### config.mk
export PLATFORM = sky130hd
export DESIGN_NAME = jog_and_goto_stepper_controller_top
export DESIGN_NICKNAME = d
export VERILOG_FILES = /design/src/rtl/core/jgsc_pkg.sv /design/src/rtl/core/jgsc_cfg.sv /design/src/rtl/core/jgsc_slot.sv /design/src/rtl/core/jog_and_goto_stepper_controller_top.sv
export SDC_FILE = /design/constraint.sdc
export NUM_CORES = 1
export LEC_CHECK = 0
export BUFFER_PORTS_ARGS = -buffer_cell sky130_fd_sc_hd__buf_2
export CORE_ASPECT_RATIO = 0.5
export CORE_UTILIZATION = 61
export DETAILED_ROUTE_END_ITERATION = 8
export GPL_ROUTABILITY_DRIVEN = 1
export PLACE_DENSITY = 0.89
export SYNTH_ARGS = -nofsm -noshare
export SYNTH_HDL_FRONTEND = slang
export SYNTH_SLANG_ARGS = --single-unit
export TNS_END_PERCENT = 10
### constraint.sdc
create_clock -name clk -period 5 [get_ports clk]
set_input_delay 0.5 -clock clk [delete_from_list [all_inputs] [get_ports clk]]
set_output_delay 0.5 -clock clk [all_outputs]
set_load 0.1 [all_outputs]
### src/rtl/core/jgsc_pkg.sv
// Shared types, codes and constants of the jog-and-goto stepper controller.
// Depends on nothing; every other file in rtl/core imports it.
package jgsc_pkg;

	localparam int POSITION_BITS = 32;
	localparam int CFG_IDX_BITS  = 2;
	localparam int CFG_DATA_BITS = 16;
	localparam int AGE_BITS      = 16;
	localparam int ANGLE_BITS    = 8;

	localparam logic [ANGLE_BITS-1:0] ANGLE_MAX = 8'd180;
	localparam logic [ANGLE_BITS-1:0] NUDGE_DEG = 8'd5;

	localparam logic [AGE_BITS-1:0]   JOG_TIMEOUT_RST = 16'd1290;
	localparam logic [AGE_BITS-1:0]   SERVO_HOLD_RST  = 16'd1613;
	localparam logic [ANGLE_BITS-1:0] SERVO_UP_RST    = 8'd10;
	localparam logic [ANGLE_BITS-1:0] SERVO_DOWN_RST  = 8'd120;

	typedef logic signed [POSITION_BITS-1:0] pos_t;

	typedef enum logic [3:0] {
		OP_NONE       = 4'd0,
		OP_JOG_UP     = 4'd1,
		OP_JOG_DOWN   = 4'd2,
		OP_STOP       = 4'd3,
		OP_SERVO_UP   = 4'd4,
		OP_SERVO_DOWN = 4'd5,
		OP_NUDGE_PLUS = 4'd6,
		OP_NUDGE_MIN  = 4'd7,
		OP_QUERY      = 4'd8,
		OP_GOTO       = 4'd9
	} op_t;

	typedef enum logic [2:0] {
		RPL_NONE       = 3'd0,
		RPL_SERVO_UP   = 3'd1,
		RPL_SERVO_DOWN = 3'd2,
		RPL_ANGLE      = 3'd3,
		RPL_POSITION   = 3'd4
	} reply_t;

	typedef enum logic [1:0] {
		JOG_STOPPED = 2'd0,
		JOG_UP      = 2'd1,
		JOG_DOWN    = 2'd2
	} jog_t;

	typedef enum logic [CFG_IDX_BITS-1:0] {
		REG_JOG_TIMEOUT = 2'd0,
		REG_SERVO_HOLD  = 2'd1,
		REG_SERVO_UP    = 2'd2,
		REG_SERVO_DOWN  = 2'd3
	} reg_idx_t;

	typedef struct packed {
		logic [3:0]         op;
		logic signed [31:0] goal;
	} cmd_t;

	typedef struct packed {
		logic               step_pulse;
		logic               dir_level;
		logic               servo_on;
		logic [7:0]         servo_deg;
		logic [2:0]         reply_kind;
		logic signed [31:0] reply_value;
		logic               arrived;
	} res_t;

	typedef struct packed {
		logic [AGE_BITS-1:0]   jog_timeout;
		logic [AGE_BITS-1:0]   servo_hold;
		logic [ANGLE_BITS-1:0] servo_up;
		logic [ANGLE_BITS-1:0] servo_down;
	} cfg_t;

	// clamp a one-bit-wider angle into 0..180
	function automatic logic [ANGLE_BITS-1:0] clamp_angle(input logic [ANGLE_BITS:0] deg);
		logic [ANGLE_BITS-1:0] r;
		if (deg > {1'b0, ANGLE_MAX})
			r = ANGLE_MAX;
		else
			r = deg[ANGLE_BITS-1:0];
		return r;
	endfunction

	function automatic logic [AGE_BITS-1:0] age_inc(input logic [AGE_BITS-1:0] a);
		logic [AGE_BITS-1:0] r;
		if (a == '1)
			r = a;
		else
			r = a + AGE_BITS'(1);
		return r;
	endfunction

endpackage

### src/rtl/core/jgsc_cfg.sv
// Configuration register file: jog timeout, servo hold, servo up/down angles.
// Depends on jgsc_pkg.
module jgsc_cfg (
	input  logic                                clk,
	input  logic                                arst_n,
	input  logic                                cfg_valid,
	output logic                                cfg_ready,
	input  logic [jgsc_pkg::CFG_IDX_BITS-1:0]   cfg_index,
	input  logic [jgsc_pkg::CFG_DATA_BITS-1:0]  cfg_data,
	output jgsc_pkg::cfg_t                      cfg
);
	import jgsc_pkg::*;

	cfg_t cfg_q;

	assign cfg_ready = 1'b1;
	assign cfg       = cfg_q;

	always_ff @(posedge clk or negedge arst_n) begin
		if (!arst_n) begin
			cfg_q.jog_timeout <= JOG_TIMEOUT_RST;
			cfg_q.servo_hold  <= SERVO_HOLD_RST;
			cfg_q.servo_up    <= SERVO_UP_RST;
			cfg_q.servo_down  <= SERVO_DOWN_RST;
		end else if (cfg_valid && cfg_ready) begin
			unique case (reg_idx_t'(cfg_index))
				REG_JOG_TIMEOUT: cfg_q.jog_timeout <= cfg_data;
				REG_SERVO_HOLD:  cfg_q.servo_hold  <= cfg_data;
				REG_SERVO_UP:    cfg_q.servo_up    <= cfg_data[ANGLE_BITS-1:0];
				REG_SERVO_DOWN:  cfg_q.servo_down  <= cfg_data[ANGLE_BITS-1:0];
				default: ;
			endcase
		end
	end

endmodule

### src/rtl/core/jgsc_slot.sv
// Controller state and the per-slot update: timers, jog/goto motion, servo.
// Depends on jgsc_pkg.
module jgsc_slot (
	input  logic            clk,
	input  logic            arst_n,
	input  logic            advance,
	input  jgsc_pkg::cmd_t  cmd,
	input  jgsc_pkg::cfg_t  cfg,
	output jgsc_pkg::res_t  res
);
	import jgsc_pkg::*;

	pos_t                  position_q;
	pos_t                  goal_q;
	logic                  goto_q;
	jog_t                  jog_q;
	logic [AGE_BITS-1:0]   jog_age_q;
	logic [ANGLE_BITS-1:0] angle_q;
	logic                  attached_q;
	logic [AGE_BITS-1:0]   servo_age_q;
	logic                  dir_q;

	pos_t                  position_d;
	pos_t                  goal_d;
	logic                  goto_d;
	jog_t                  jog_d;
	logic [AGE_BITS-1:0]   jog_age_d;
	logic [ANGLE_BITS-1:0] angle_d;
	logic                  attached_d;
	logic [AGE_BITS-1:0]   servo_age_d;
	logic                  dir_d;
	logic                  step;
	logic                  arrived;
	reply_t                kind;
	logic signed [31:0]    rval;
	logic [ANGLE_BITS-1:0] up_deg;
	logic [ANGLE_BITS-1:0] down_deg;

	assign up_deg   = clamp_angle({1'b0, cfg.servo_up});
	assign down_deg = clamp_angle({1'b0, cfg.servo_down});

	always_comb begin
		position_d  = position_q;
		goal_d      = goal_q;
		goto_d      = goto_q;
		jog_d       = jog_q;
		jog_age_d   = age_inc(jog_age_q);
		angle_d     = angle_q;
		attached_d  = attached_q;
		servo_age_d = age_inc(servo_age_q);
		dir_d       = dir_q;
		step        = 1'b0;
		arrived     = 1'b0;
		kind        = RPL_NONE;
		rval        = '0;

		unique case (cmd.op)
			OP_JOG_UP, OP_JOG_DOWN: begin
				jog_d     = (cmd.op == OP_JOG_UP) ? JOG_UP : JOG_DOWN;
				goto_d    = 1'b0;
				jog_age_d = '0;
			end
			OP_STOP: begin
				jog_d  = JOG_STOPPED;
				goto_d = 1'b0;
			end
			OP_SERVO_UP, OP_SERVO_DOWN: begin
				jog_d       = JOG_STOPPED;
				goto_d      = 1'b0;
				angle_d     = (cmd.op == OP_SERVO_UP) ? up_deg : down_deg;
				attached_d  = 1'b1;
				servo_age_d = '0;
				kind        = (cmd.op == OP_SERVO_UP) ? RPL_SERVO_UP : RPL_SERVO_DOWN;
			end
			OP_NUDGE_PLUS, OP_NUDGE_MIN: begin
				if (cmd.op == OP_NUDGE_PLUS)
					angle_d = clamp_angle({1'b0, angle_q} + {1'b0, NUDGE_DEG});
				else if (angle_q >= NUDGE_DEG)
					angle_d = angle_q - NUDGE_DEG;
				else
					angle_d = '0;
				attached_d  = 1'b1;
				servo_age_d = '0;
				kind        = RPL_ANGLE;
				rval        = 32'(angle_d);
			end
			OP_QUERY: begin
				kind = RPL_POSITION;
				rval = 32'(position_q);
			end
			OP_GOTO: begin
				goal_d = POSITION_BITS'(cmd.goal);
				goto_d = 1'b1;
				jog_d  = JOG_STOPPED;
			end
			default: ;
		endcase

		if (jog_d != JOG_STOPPED && jog_age_d > cfg.jog_timeout)
			jog_d = JOG_STOPPED;

		if (attached_d && servo_age_d > cfg.servo_hold)
			attached_d = 1'b0;

		// goto wins over jog
		if (goto_d) begin
			if (position_q != goal_d) begin
				step = 1'b1;
				if (position_q < goal_d) begin
					dir_d      = 1'b1;
					position_d = position_q + pos_t'(1);
				end else begin
					dir_d      = 1'b0;
					position_d = position_q - pos_t'(1);
				end
			end else begin
				goto_d  = 1'b0;
				arrived = 1'b1;
			end
		end else if (jog_d != JOG_STOPPED) begin
			step = 1'b1;
			if (jog_d == JOG_UP) begin
				dir_d      = 1'b1;
				position_d = position_q + pos_t'(1);
			end else begin
				dir_d      = 1'b0;
				position_d = position_q - pos_t'(1);
			end
		end

		res.step_pulse  = step;
		res.dir_level   = dir_d;
		res.servo_on    = attached_d;
		res.servo_deg   = angle_d;
		res.reply_kind  = kind;
		res.reply_value = rval;
		res.arrived     = arrived;
	end

	always_ff @(posedge clk or negedge arst_n) begin
		if (!arst_n) begin
			position_q  <= '0;
			goal_q      <= '0;
			goto_q      <= 1'b0;
			jog_q       <= JOG_STOPPED;
			jog_age_q   <= '0;
			angle_q     <= SERVO_UP_RST;
			attached_q  <= 1'b1;
			servo_age_q <= '0;
			dir_q       <= 1'b0;
		end else if (advance) begin
			position_q  <= position_d;
			goal_q      <= goal_d;
			goto_q      <= goto_d;
			jog_q       <= jog_d;
			jog_age_q   <= jog_age_d;
			angle_q     <= angle_d;
			attached_q  <= attached_d;
			servo_age_q <= servo_age_d;
			dir_q       <= dir_d;
		end
	end

	// a step always moves the position by one
	a_step_moves: assert property (@(posedge clk) disable iff (!arst_n)
		advance && step |=> position_q != $past(position_q))
		else $error("step without position change");

	a_angle_range: assert property (@(posedge clk) disable iff (!arst_n)
		angle_q <= ANGLE_MAX)
		else $error("servo angle out of range");

	// arrival ends goto
	a_arrive_clears: assert property (@(posedge clk) disable iff (!arst_n)
		advance && arrived |=> !goto_q)
		else $error("goto still active after arrival");

endmodule

### src/rtl/core/jog_and_goto_stepper_controller_top.sv
// Top level of the jog-and-goto stepper controller: handshake and pipeline registers.
// Depends on jgsc_pkg, jgsc_cfg and jgsc_slot.
//
// Usage:
//   cmd channel (cmd_valid / cmd_stall / cmd): one beat per control slot, i.e.
//   one time tick; the beat may carry a command (op) and a goto target (goal).
//   res channel (res_valid / res_stall / res): exactly one result beat per
//   command beat, in order: step pulse, direction, servo state/angle, reply,
//   arrival flag.
//   cfg channel (cfg_valid / cfg_ready / cfg_index / cfg_data): register
//   writes, always ready; write only while no command is in flight.
// Timing: a command beat is captured in the input register; the slot logic then
//   updates the controller state and loads the result register once that register
//   is empty or draining. Throughput is one beat per cycle while res_stall is
//   low.
// Stall: when res_stall holds a pending result, the next command still enters
//   the input register; only when both registers are full does cmd_stall rise.
// Reset (arst_n low): position 0, jog stopped, no goto, servo attached at
//   10 degrees, registers at their defaults, both pipeline registers empty.
module jog_and_goto_stepper_controller_top (
	input  logic                                clk,
	input  logic                                arst_n,
	input  logic                                cmd_valid,
	output logic                                cmd_stall,
	input  jgsc_pkg::cmd_t                      cmd,
	output logic                                res_valid,
	input  logic                                res_stall,
	output jgsc_pkg::res_t                      res,
	input  logic                                cfg_valid,
	output logic                                cfg_ready,
	input  logic [jgsc_pkg::CFG_IDX_BITS-1:0]   cfg_index,
	input  logic [jgsc_pkg::CFG_DATA_BITS-1:0]  cfg_data
);
	import jgsc_pkg::*;

	cfg_t cfg;
	cmd_t item_s1;
	logic item_valid_s1;
	res_t res_s2;
	logic res_valid_s2;
	res_t slot_res;
	logic advance;

	// slot moves to the result register when that register is empty or draining
	assign advance   = item_valid_s1 && (!res_valid_s2 || !res_stall);
	assign cmd_stall = item_valid_s1 && !advance;
	assign res_valid = res_valid_s2;
	assign res       = res_s2;

	jgsc_cfg u_cfg (
		.clk       (clk),
		.arst_n    (arst_n),
		.cfg_valid (cfg_valid),
		.cfg_ready (cfg_ready),
		.cfg_index (cfg_index),
		.cfg_data  (cfg_data),
		.cfg       (cfg)
	);

	jgsc_slot u_slot (
		.clk     (clk),
		.arst_n  (arst_n),
		.advance (advance),
		.cmd     (item_s1),
		.cfg     (cfg),
		.res     (slot_res)
	);

	// input register
	always_ff @(posedge clk or negedge arst_n) begin
		if (!arst_n) begin
			item_valid_s1 <= 1'b0;
		end else if (!cmd_stall) begin
			item_valid_s1 <= cmd_valid;
		end
	end

	always_ff @(posedge clk) begin
		if (cmd_valid && !cmd_stall) begin
			item_s1 <= cmd;
		end
	end

	// result register
	always_ff @(posedge clk or negedge arst_n) begin
		if (!arst_n) begin
			res_valid_s2 <= 1'b0;
		end else if (advance) begin
			res_valid_s2 <= 1'b1;
		end else if (!res_stall) begin
			res_valid_s2 <= 1'b0;
		end
	end

	always_ff @(posedge clk) begin
		if (advance) begin
			res_s2 <= slot_res;
		end
	end

	// a refused command finds the input register still full next cycle
	a_stall_holds: assert property (@(posedge clk) disable iff (!arst_n)
		cmd_stall |=> item_valid_s1)
		else $error("input register emptied under stall");

	// an item with a free result register always moves on
	a_item_moves: assert property (@(posedge clk) disable iff (!arst_n)
		item_valid_s1 && !res_valid_s2 |=> res_valid_s2)
		else $error("item not forwarded to free result register");

	// stall only when both registers are occupied
	a_stall_full: assert property (@(posedge clk) disable iff (!arst_n)
		cmd_stall |-> item_valid_s1 && res_valid_s2 && res_stall)
		else $error("command stalled with room in the pipeline");

endmodule

==> Word level (Yosys, flattened, before mapping) <==
Index checks and enable logic that the tools add are counted.
{ "classes": {"add_sub_neg": 6, "order_cmp": 7, "n_eq_ne": 18, "mux": 38, "reduce_logical": 25} }
{ "op_table": {"columns": ["op", "n"], "rows": [
  ["2-to-1 mux 32 bit", 6],
  ["2-to-1 mux 16 bit", 4],
  ["one-hot mux 32 bit (2 select lines)", 1],
  ["2-to-1 mux 8 bit", 6],
  ["adder 16 x 1 -> 16 bit (second input constant)", 2],
  ["adder 32 x 2 -> 32 bit (second input constant)", 1],
  ["== test 16 bit (second input constant)", 2],
  ["greater-than comparator 16 bit", 2],
  ["< comparator 32 bit", 1],
  ["!= test 32 bit", 1],
  ["subtractor 32 x 2 -> 32 bit (second input constant)", 1],
  ["== test 4 x 3 -> 1 bit (second input constant)", 4],
  ["greater-than comparator 8 bit (second input constant)", 2],
  ["one-hot mux 8 bit (2 select lines)", 1],
  ["2-to-1 mux 1 bit", 14],
  ["adder 8 x 3 -> 9 bit (second input constant)", 1],
  ["greater-than comparator 9 x 8 -> 1 bit (second input constant)", 1],
  ["one-hot mux 3 bit (3 select lines)", 1],
  ["== test 4 x 2 -> 1 bit (second input constant)", 2],
  ["== test 4 bit (second input constant)", 2],
  [">= comparator 8 x 3 -> 1 bit (second input constant)", 1],
  ["AND reduction 2 bit", 4],
  ["OR reduction 4 bit", 2],
  ["subtractor 8 x 3 -> 8 bit (second input constant)", 1],
  ["other kinds (16)", 31]
]} }
{ "word_totals": {"ff_bits": 242, "in_bits": 59} }

==> Logic depth before layout (Yosys ltp) <==
Gate-level depths: netlist (run 1).
{ "depth": {"depth_word": 10, "depth_mapped": 20} }

==> Modules after synthesis <==
A second synthesis (run 1) with hierarchy kept.
{ "hier_totals": {"cells_unflattened": 1259, "area_unflattened_um2": 13460.4} }
{ "by_module_without_submodules": {"columns": ["mod", "n_inst", "cells_each", "area_per_inst_um2", "seq_area_each_um2"], "rows": [
  ["jgsc_slot", 1, 1064, 9041.2, 2731.4],
  ["jog_and_goto_stepper_controller_top", 1, 91, 2585.0, 2542.4],
  ["jgsc_cfg", 1, 104, 1834.3, 1221.2]
]} }

==> Worst setup path before layout (run 1) <==
OpenSTA, ideal clock, no wires.
{ "synth_timing": {"kind": "flip-flop to flip-flop", "from": "register u_slot.jog_age_q[0]", "to": "register u_slot.position_q[4]", "setup_time_ns": 0.079, "t_arrival_ns": 4.009, "required_time_ns": 4.921, "setup_slack_ns": 0.912, "path_stages_with_launch": 19, "period_less_slack_ns": 4.088, "cell_sequence": "dfrtp_1 > ha_1 > nand2_1 > nor4_1 > and2_1 > nand4_1 > clkbuf_1 > nand4_1 > xor2_1 > nor2_1 > ha_1 > nand4_1 > a2111o_1 > a31oi_1 > nor2_1 > or2_1 > buf_2 > o31ai_1 > xor2_1"} }
{ "synth_between": {"elab_chain_len": 10, "elab_cells_between_ends": 14, "classes_between": "add/sub: 1; order compare: 1; eq/ne: 2; mux: 6; reduce/logical: 4"} }
{ "synth_rtl": {"columns": ["item", "line", "source"], "rows": [
  ["start, declared", "jgsc_slot.sv:17", "logic [AGE_BITS-1:0] jog_age_q;"],
  ["start signal, assigned", "jgsc_slot.sv:156", "jog_age_q <= jog_age_d;"],
  ["adder 16 x 1 -> 16 bit / == test 16 bit (equally long branches)", "jgsc_pkg.sv:92, jgsc_pkg.sv:89", null],
  ["2-to-1 mux 16 bit (*)", "jgsc_pkg.sv:89", "if (a == '1)"],
  ["2-to-1 mux 16 bit (*)", "jgsc_slot.sv:57", "unique case (cmd.op)"],
  ["via u_slot.jog_age_d[7]", "jgsc_slot.sv:27", "logic [AGE_BITS-1:0] jog_age_d;"],
  ["greater-than comparator 16 bit (*)", "jgsc_slot.sv:99", "if (jog_d != JOG_STOPPED && jog_age_d > cfg.jog_timeout)"],
  ["logical AND 1 bit (*)", "jgsc_slot.sv:99", null],
  ["2-to-1 mux 2 bit (*)", "jgsc_slot.sv:99", null],
  ["== test 2 x 1 -> 1 bit", "jgsc_slot.sv:122", "if (jog_d == JOG_UP) begin"],
  ["2-to-1 mux 32 bit", "jgsc_slot.sv:122", null],
  ["2-to-1 mux 32 bit", "jgsc_slot.sv:120", "end else if (jog_d != JOG_STOPPED) begin"],
  ["2-to-1 mux 32 bit", "jgsc_slot.sv:106", "if (goto_d) begin"],
  ["end signal, assigned", "jgsc_slot.sv:152", "position_q <= position_d;"],
  ["end, declared", "jgsc_slot.sv:13", "pos_t position_q;"]
]} }
The timed path passes the listed nets; every way through them passes the cells marked *. The select of a mux whose other input is x is not followed.
A chain may end at the register's enable or synchronous reset.

==> Worst setup path in the final report (run 1) <==
{ "layout_timing": {"from": "register u_slot.jog_age_q[1]", "to": "register u_slot.position_q[22]"} }
The elaborated chain is that of the path after synthesis.

==> out/results.tsv, run 1 <==
stage	metric	value	unit
status	status	finished clean	
synth	Syn Inst Count	1335	
sta	Slew Limit Fails	0	
sta	# setup viols final	0	
worst_setup_path	CP required	5.39	ns
final_layout	P&R area growth vs syn	12.4	%
place	pre-CTS setup slack	0.0632	ns
clocking	Clock Latency Late Sink	0.52	ns
synth	ys flop type	dfrtp_1	
worst_setup_path	Worst Setup End Kind	flop	
final_layout	Inserted Diodes	0	
power	pwr dens	458	nW/um^2
sta	crit share post-route	94.0	%
global_routing	global-route wire length before repair	53.0	mm
power	logic gate share of total power	31.2	%
sta	slew margin rel.	20.8	%
clocking	post-CTS setup buffers	0	
global_routing	pin count of the biggest net entering global routing	71	
die	row count	38	
sta	WHS	0.149	ns
drt	DRT iter0 DRCs	1049	
power	switching share of power	37.4	%
clocking	Clock Sinks	242	
global_routing	number of global-route vias before repair	10579	
place	placer congestion estimate	0.949	
synth	flops & latches, synth	242	
drt	total routed wirelength	32.8	mm
sta	skew final	0.0101	ns
sta	Max Clk Rate	213	MHz
sta	PnR worst setup slack	0.299	ns
power	P_int	4350	uW
power	Sequential Power Share	41.8	%
clocking	H-tree depth	1	
synth	Seq/Total Area, Yosys	48.2	%
hold_path	Hold Crit Depth	1	
worst_setup_path	worst r2r path cells	18	
power	leakage	0.00654	uW
drt	DR WL/cell	18.9	um
sta	fin crit period	4.70	ns
drt	Antenna Violating Nets Remaining	0	
die	Die W	212	um
synth	Post-synth EDFFs	83	
sta	measured slew at the worst slew-check pin	1.19	ns
worst_setup_path	critical path launch point type	flop	
hold_path	Worst Hold Class	input port to flop	
final_layout	Filler cells	1583	
final_layout	nets	1551	
final_layout	layout cells sized above 1	18.4	%
synth	Mean Syn Cell Area	10.1	sq um
synth	Post-Syn Nets	1466	
drt	DR vias/cell	6.26	
power	clock share of power	27.1	%
place	IO Port Bufs	107	
worst_setup_path	CP Class	flop to flop	
place	DP HPWL	22.6	mm
power	peak supply drop	0.398	mV
die	DIE AREA	22700	sq um
synth	Synth async-reset ratio	65.7	%
sta	final hold vios	0	
global_routing	total grt overflow	0	
drt	via count	10870	
run	Max Cap Viol	0	
drt	Residual DRC	0	
die	Initial Utilization	62.2	%
global_routing	initial antenna violation count	0	
clocking	Clock Pin Slew Worst Setup and Hold Paths	0.07	ns
worst_setup_path	Worst Path Max Fanout	9	
die	Core ar.	21700	sq um
clocking	root buffer cell	clkbuf_16	
die	Top-Level Pins	109	
synth	Post-Syn Area	13500	sq um
synth	Ys Warns	0	
worst_setup_path	critical path arrival	5.09	ns
drt	router iterations before antenna repair	6	
synth	Synth cell types	79	
clocking	CTS tree	yes	
die	Die Y	107	um
clocking	worst-case clock buffer depth	3	
global_routing	GRT Overall Usage	29.5	%
power	Psw	2590	uW
clocking	TritonCTS buffer count	22	
[cell usage in the layout (no fill, tap or decap), types with 5 or more instances in the layout]
cell	instances
o31ai_1	18
dfstp_2	19
clkinv_1	5
nor3b_1	5
and3_1	17
nor4_1	24
xor2_1	17
o22ai_1	6
edfxtp_1	83
buf_4	23
or4_1	7
mux2i_1	50
nor2b_1	7
nand3b_1	5
or3_1	6
ha_1	72
clkbuf_16	23
a21o_1	13
nand4_1	28
dfrtp_1	140
buf_2	106
o211ai_1	6
nand2_1	143
a211oi_1	7
nor2_1	96
bufinv_16	5
mux2_2	43
xnor2_1	41
a21oi_1	49
o21ai_0	103
nand3_1	32
inv_1	54
and2_1	32
a22o_1	5
nand2b_1	13
a31oi_1	15
nor3_1	24
or2_2	7
[cell type report]
class	instances	area [sq um]	share of cell area, %
clock buffers	27	601	3.96
inverters	55	206	1.36
multi-input cells	967	6540	43.2
clock inverters	13	193	1.27
repair buffers	132	744	4.91
flip-flops and latches	242	6490	42.9
well taps	300	375	2.48
[power groups by stage]
stage                     clock network (uW)  logic (uW)  registers, uW
after floorplan                            0        1430           3000
after global placement                     0        1990           2890
after detailed placement                   0        2110           2920
after CTS                               1890        2130           2880
after global routing                    1960        2380           2950
final                                   1880        2160           2900
[synthesized netlist by cell type (17+ instances only)]
library cell	instances	area, sq um
nand2_1	144	541
clkbuf_1	50	188
o31ai_1	18	135
edfxtp_1	83	2490
and2_1	32	200
and3_1	18	113
inv_1	55	206
mux2i_1	50	500
dfstp_2	19	499
nand3_1	32	160
a21oi_1	49	245
o21ai_0	103	515
xor2_1	18	158
dfrtp_1	140	3500
nor4_1	26	163
mux2_2	43	484
nor2_1	98	368
xnor2_1	41	359
nor3_1	25	125
nand4_1	28	175
buf_2	17	85.1
ha_1	72	901
[cells by family after synthesis]
logic type	share of synthesized area, %
buffers and inverters	3.78
and+or+nand+nor	18.0
adders and majority gates	6.76
muxes	7.30
other	0.0278
DFF	48.2
xor gates and xnor gates	3.83
AOI/OAI and AO/OA	12.2
[sequential cells by signal (all words and copies together) (netlist names), 2 cells and up]
register	flops
u_slot.servo_age_q	16
u_slot.position_q	32
u_slot.angle_q	8
u_slot.goal_q	32
item_s1	36
u_slot.jog_age_q	16
res	47
u_slot.jog_q	2
u_cfg.cfg	48
[worst max-delay path, cell delays in order (launching register included)]
cell      delay [ns]
dfrtp_1         0.42
ha_1            0.22
nand2_1         0.12
nor4_2          0.35
and2_1          0.23
nand4_1         0.12
nor3b_2         0.22
nand3_1         0.13
xor2_1          0.18
nor2_1          0.07
ha_1            0.32
a21oi_1         0.16
o21ai_0         0.12
a221oi_1        0.46
a31oi_1         0.29
nor2_2          0.35
or2_4           0.25
nor4_1          0.08
or4_1           0.49
[per-layer routing]
layer  global-route usage [%]  share of wire (%)  up-vias
met5                        0                  0        -
met2                     50.4                 49      444
met3                     4.98                6.2      101
li1                         -                  -     4992
met1                     38.3                 42     5333
met4                     9.76                3.0        0
[metrics by stage]
step | area (sq um) | power (uW) | setup TNS, ns | cells | util (%)
floorplan | 13500 | 4430 | 0 | 1335 | -
global placement | 14300 | 4880 | 0 | 1695 | 66.0
detailed placement | 14300 | 5020 | 0 | 1695 | 66.0
CTS | 15100 | 6910 | 0 | 1736 | 69.7
global route | 15200 | 7290 | -0.0407 | 1736 | 69.9
finish | 15200 | 6940 | 0 | 1736 | 69.9
[final timing paths]
| check | from | end | slack, ns |
|---|---|---|---|
| setup / recovery | u_slot.jog_age_q[1]$_DFFE_PN0P_ | u_slot.position_q[22]$_DFFE_PN0P_ | 0.30 |
| hold / removal | cmd[20] | item_s1[20]$_DFFE_PP_ | 0.15 |
| setup reg to reg | u_slot.jog_age_q[1]$_DFFE_PN0P_ | u_slot.position_q[22]$_DFFE_PN0P_ | 0.30 |
| hold reg to reg | u_slot.goal_q[11]$_DFFE_PN0P_ | u_slot.goal_q[11]$_DFFE_PN0P_ | 0.48 |
| max in group asynchronous | arst_n | u_slot.goal_q[11]$_DFFE_PN0P_ | 3.39 |
| min in group asynchronous | arst_n | u_slot.servo_age_q[7]$_DFFE_PN0P_ | 0.49 |
[timing repair]
action / CTS / global route
setup endpoints to repair: 0 / 30
endpoints found under the hold margin: 41 / 0
hold buffers: 1 / 0
gates resized for setup: 0 / 9
No activity file was read; power rests on OpenSTA's default activity.
==> run 2, diff against run 1 <==
Settings changed: CORE_MARGIN set to 2.
==> out/results.tsv, run 2 (synthesized netlist as in run 1, its figures left out) <==
stage	metric	value	unit
status	status	finished clean	
drt	via count	10789	
place	placer congestion estimate	0.938	
power	Psw	2630	uW
drt	Residual DRC	0	
worst_setup_path	critical path launch point type	flop	
sta	fin crit period	4.71	ns
global_routing	initial antenna violation count	0	
drt	Antenna Violating Nets Remaining	0	
global_routing	GRT Overall Usage	28.2	%
final_layout	Inserted Diodes	0	
global_routing	number of global-route vias before repair	10675	
final_layout	P&R area growth vs syn	12.1	%
clocking	Clock Sinks	242	
sta	measured slew at the worst slew-check pin	1.14	ns
worst_setup_path	Worst Path Max Fanout	22	
final_layout	Core Util, Final	69.7	%
die	Top-Level Pins	109	
worst_setup_path	CP required	5.46	ns
die	Core ar.	21700	sq um
worst_setup_path	Worst Setup End Kind	flop	
sta	RSZ-0062 raised after global routing	yes	
power	leakage	0.00654	uW
power	peak supply drop	0.346	mV
sta	crit share post-route	94.2	%
final_layout	most frequent cells in the layout	nand2_1 (143), dfrtp_1 (140), buf_2 (106), o21ai_0 (103), nor2_1 (97)	
worst_setup_path	Worst path max stage delay	0.47	ns
global_routing	pin count of the biggest net entering global routing	71	
sta	Max Clk Rate	212	MHz
drt	DR WL/cell	18.9	um
run	Max Cap Viol	0	
clocking	TritonCTS buffer count	23	
worst_setup_path	Worst path slowest cell	a2111o_1	
worst_setup_path	Largest delay share family, worst path	simple AND/OR/NAND/NOR gates	
final_layout	Storage cell area	6490	sq um
power	P_int	4220	uW
power	Sequential Power Share	42.3	%
clocking	Clock Pin Slew Worst Setup and Hold Paths	0.07	ns
final_layout	Multi-input gate area	6550	sq um
die	Die W	214	um
drt	DR vias/cell	6.22	
power	clock share of power	26.0	%
hold_path	Worst Hold Class	input port to flop	
place	IO Port Bufs	107	
drt	router iterations before antenna repair	5	
drt	total routed wirelength	32.8	mm
clocking	root buffer cell	clkbuf_16	
sta	final hold vios	0	
worst_setup_path	CP Class	flop to flop	
place	DP HPWL	22.8	mm
die	Initial Utilization	62.2	%
clocking	worst-case clock buffer depth	3	
drt	DRT iter0 DRCs	1015	
clocking	CTS tree	yes	
final_layout	Design Area, Final	15100	sq um
sta	slew margin rel.	24.2	%
place	Placed Cells	1692	
worst_setup_path	buffers and inverters on the worst path	3	
final_layout	layout cells sized above 1	18.5	%
place	post-place instance area	14300	sq um
die	Die Y	109	um
global_routing	total grt overflow	0	
global_routing	global-route wire length before repair	53.4	mm
power	logic gate share of total power	31.7	%
worst_setup_path	critical path arrival	5.16	ns
final_layout	fin cells	1735	
die	row count	38	
sta	Slew Limit Fails	0	
clocking	Clock Latency Late Sink	0.53	ns
die	DIE AREA	23400	sq um
final_layout	max reg flops	48	
final_layout	nets	1549	
power	pwr dens	454	nW/um^2
sta	skew final	0.0183	ns
final_layout	commonest non-fill, non-tap cell in the layout	nand2_1	
sta	# setup viols final	0	
clocking	H-tree depth	1	
worst_setup_path	crit path cell chain	ha_1 > nand2_1 > nor4_4 > and2_1 > nand4_1 > buf_4 > nand4_1 > xor2_1 > nor2_1 > ha_1 > nand4_1 > a2111o_1 > a31oi_2 > nor2_1 > buf_4 > or2_1 > buf_4 > o31ai_1 > xor2_1	
final_layout	Filler cells	1567	
power	switching share of power	38.4	%
power	Tot Pwr	6860	uW
run 2: cell types whose count changed in the layout (fill, tap and decap cells not counted), moves of 3 or more:
| cell | change |
|---|---|
| bufinv_16 | -3 |
| clkinv_1 | -5 |
| buf_4 | -4 |
| clkinv_2 | +5 |
run 2: cell type report:
type                    instances  share of cell area (%)
multi-input cells             967                    43.4
flip-flops and latches        242                    43.0
repair buffers                129                    4.80
clock buffers                  30                    4.12
well taps                     300                    2.48
inverters                      55                    1.37
clock inverters                12                   0.861
run 2: through the flow:
stage                     worst slack (ns)  TNS, ns  hold WS [ns]
after floorplan                      0.912        0         0.204
after global placement               0.446        0         0.454
after detailed placement            0.0243        0         0.470
after CTS                           0.0779        0         0.126
after global routing               -0.0149  -0.0149         0.121
final                                0.292        0         0.139
run 2: metal layers:
layer / track usage, % / up-vias / wire length [um]
met2: 48.7 / 421 / 15700
met5: 0 / - / 0
met4: 9.03 / 0 / 903
met1: 37.2 / 5294 / 14200
met3: 4.44 / 82 / 2020
li1: - / 4992 / -
run 2: power groups by stage:
stage / Combinational, uW / Sequential, uW / Clock, uW
floorplan: 1430 / 3000 / 0
global placement: 1990 / 2890 / 0
detailed placement: 2110 / 2920 / 0
CTS: 2130 / 2890 / 1790
global route: 2380 / 2950 / 1870
finish: 2170 / 2900 / 1780
run 2: path summary, 6_finish.rpt:
path,start,endpoint,slack [ns],cells past startpoint
min in group asynchronous,arst_n,u_slot.goal_q[11]$_DFFE_PN0P_,0.48,2
max in group asynchronous,arst_n,u_cfg.cfg[17]$_DFFE_PN0P_,3.33,3
setup / recovery,u_slot.jog_age_q[0]$_DFFE_PN0P_,u_slot.position_q[4]$_DFFE_PN0P_,0.29,19
hold / removal,cmd[14],item_s1[14]$_DFFE_PP_,0.14,1
hold reg to reg,u_slot.goal_q[27]$_DFFE_PN0P_,u_slot.goal_q[27]$_DFFE_PN0P_,0.48,2
setup reg to reg,u_slot.jog_age_q[0]$_DFFE_PN0P_,u_slot.position_q[4]$_DFFE_PN0P_,0.29,19
run 2: timing repair:
action                     4_1_cts  5_1_grt
setup endpoints to repair        2       31
hold buffers                     1        0
gates resized for setup          1        9
setup buffers                    0        0
hold endpoints to repair        48        0
pin swaps                        0        1
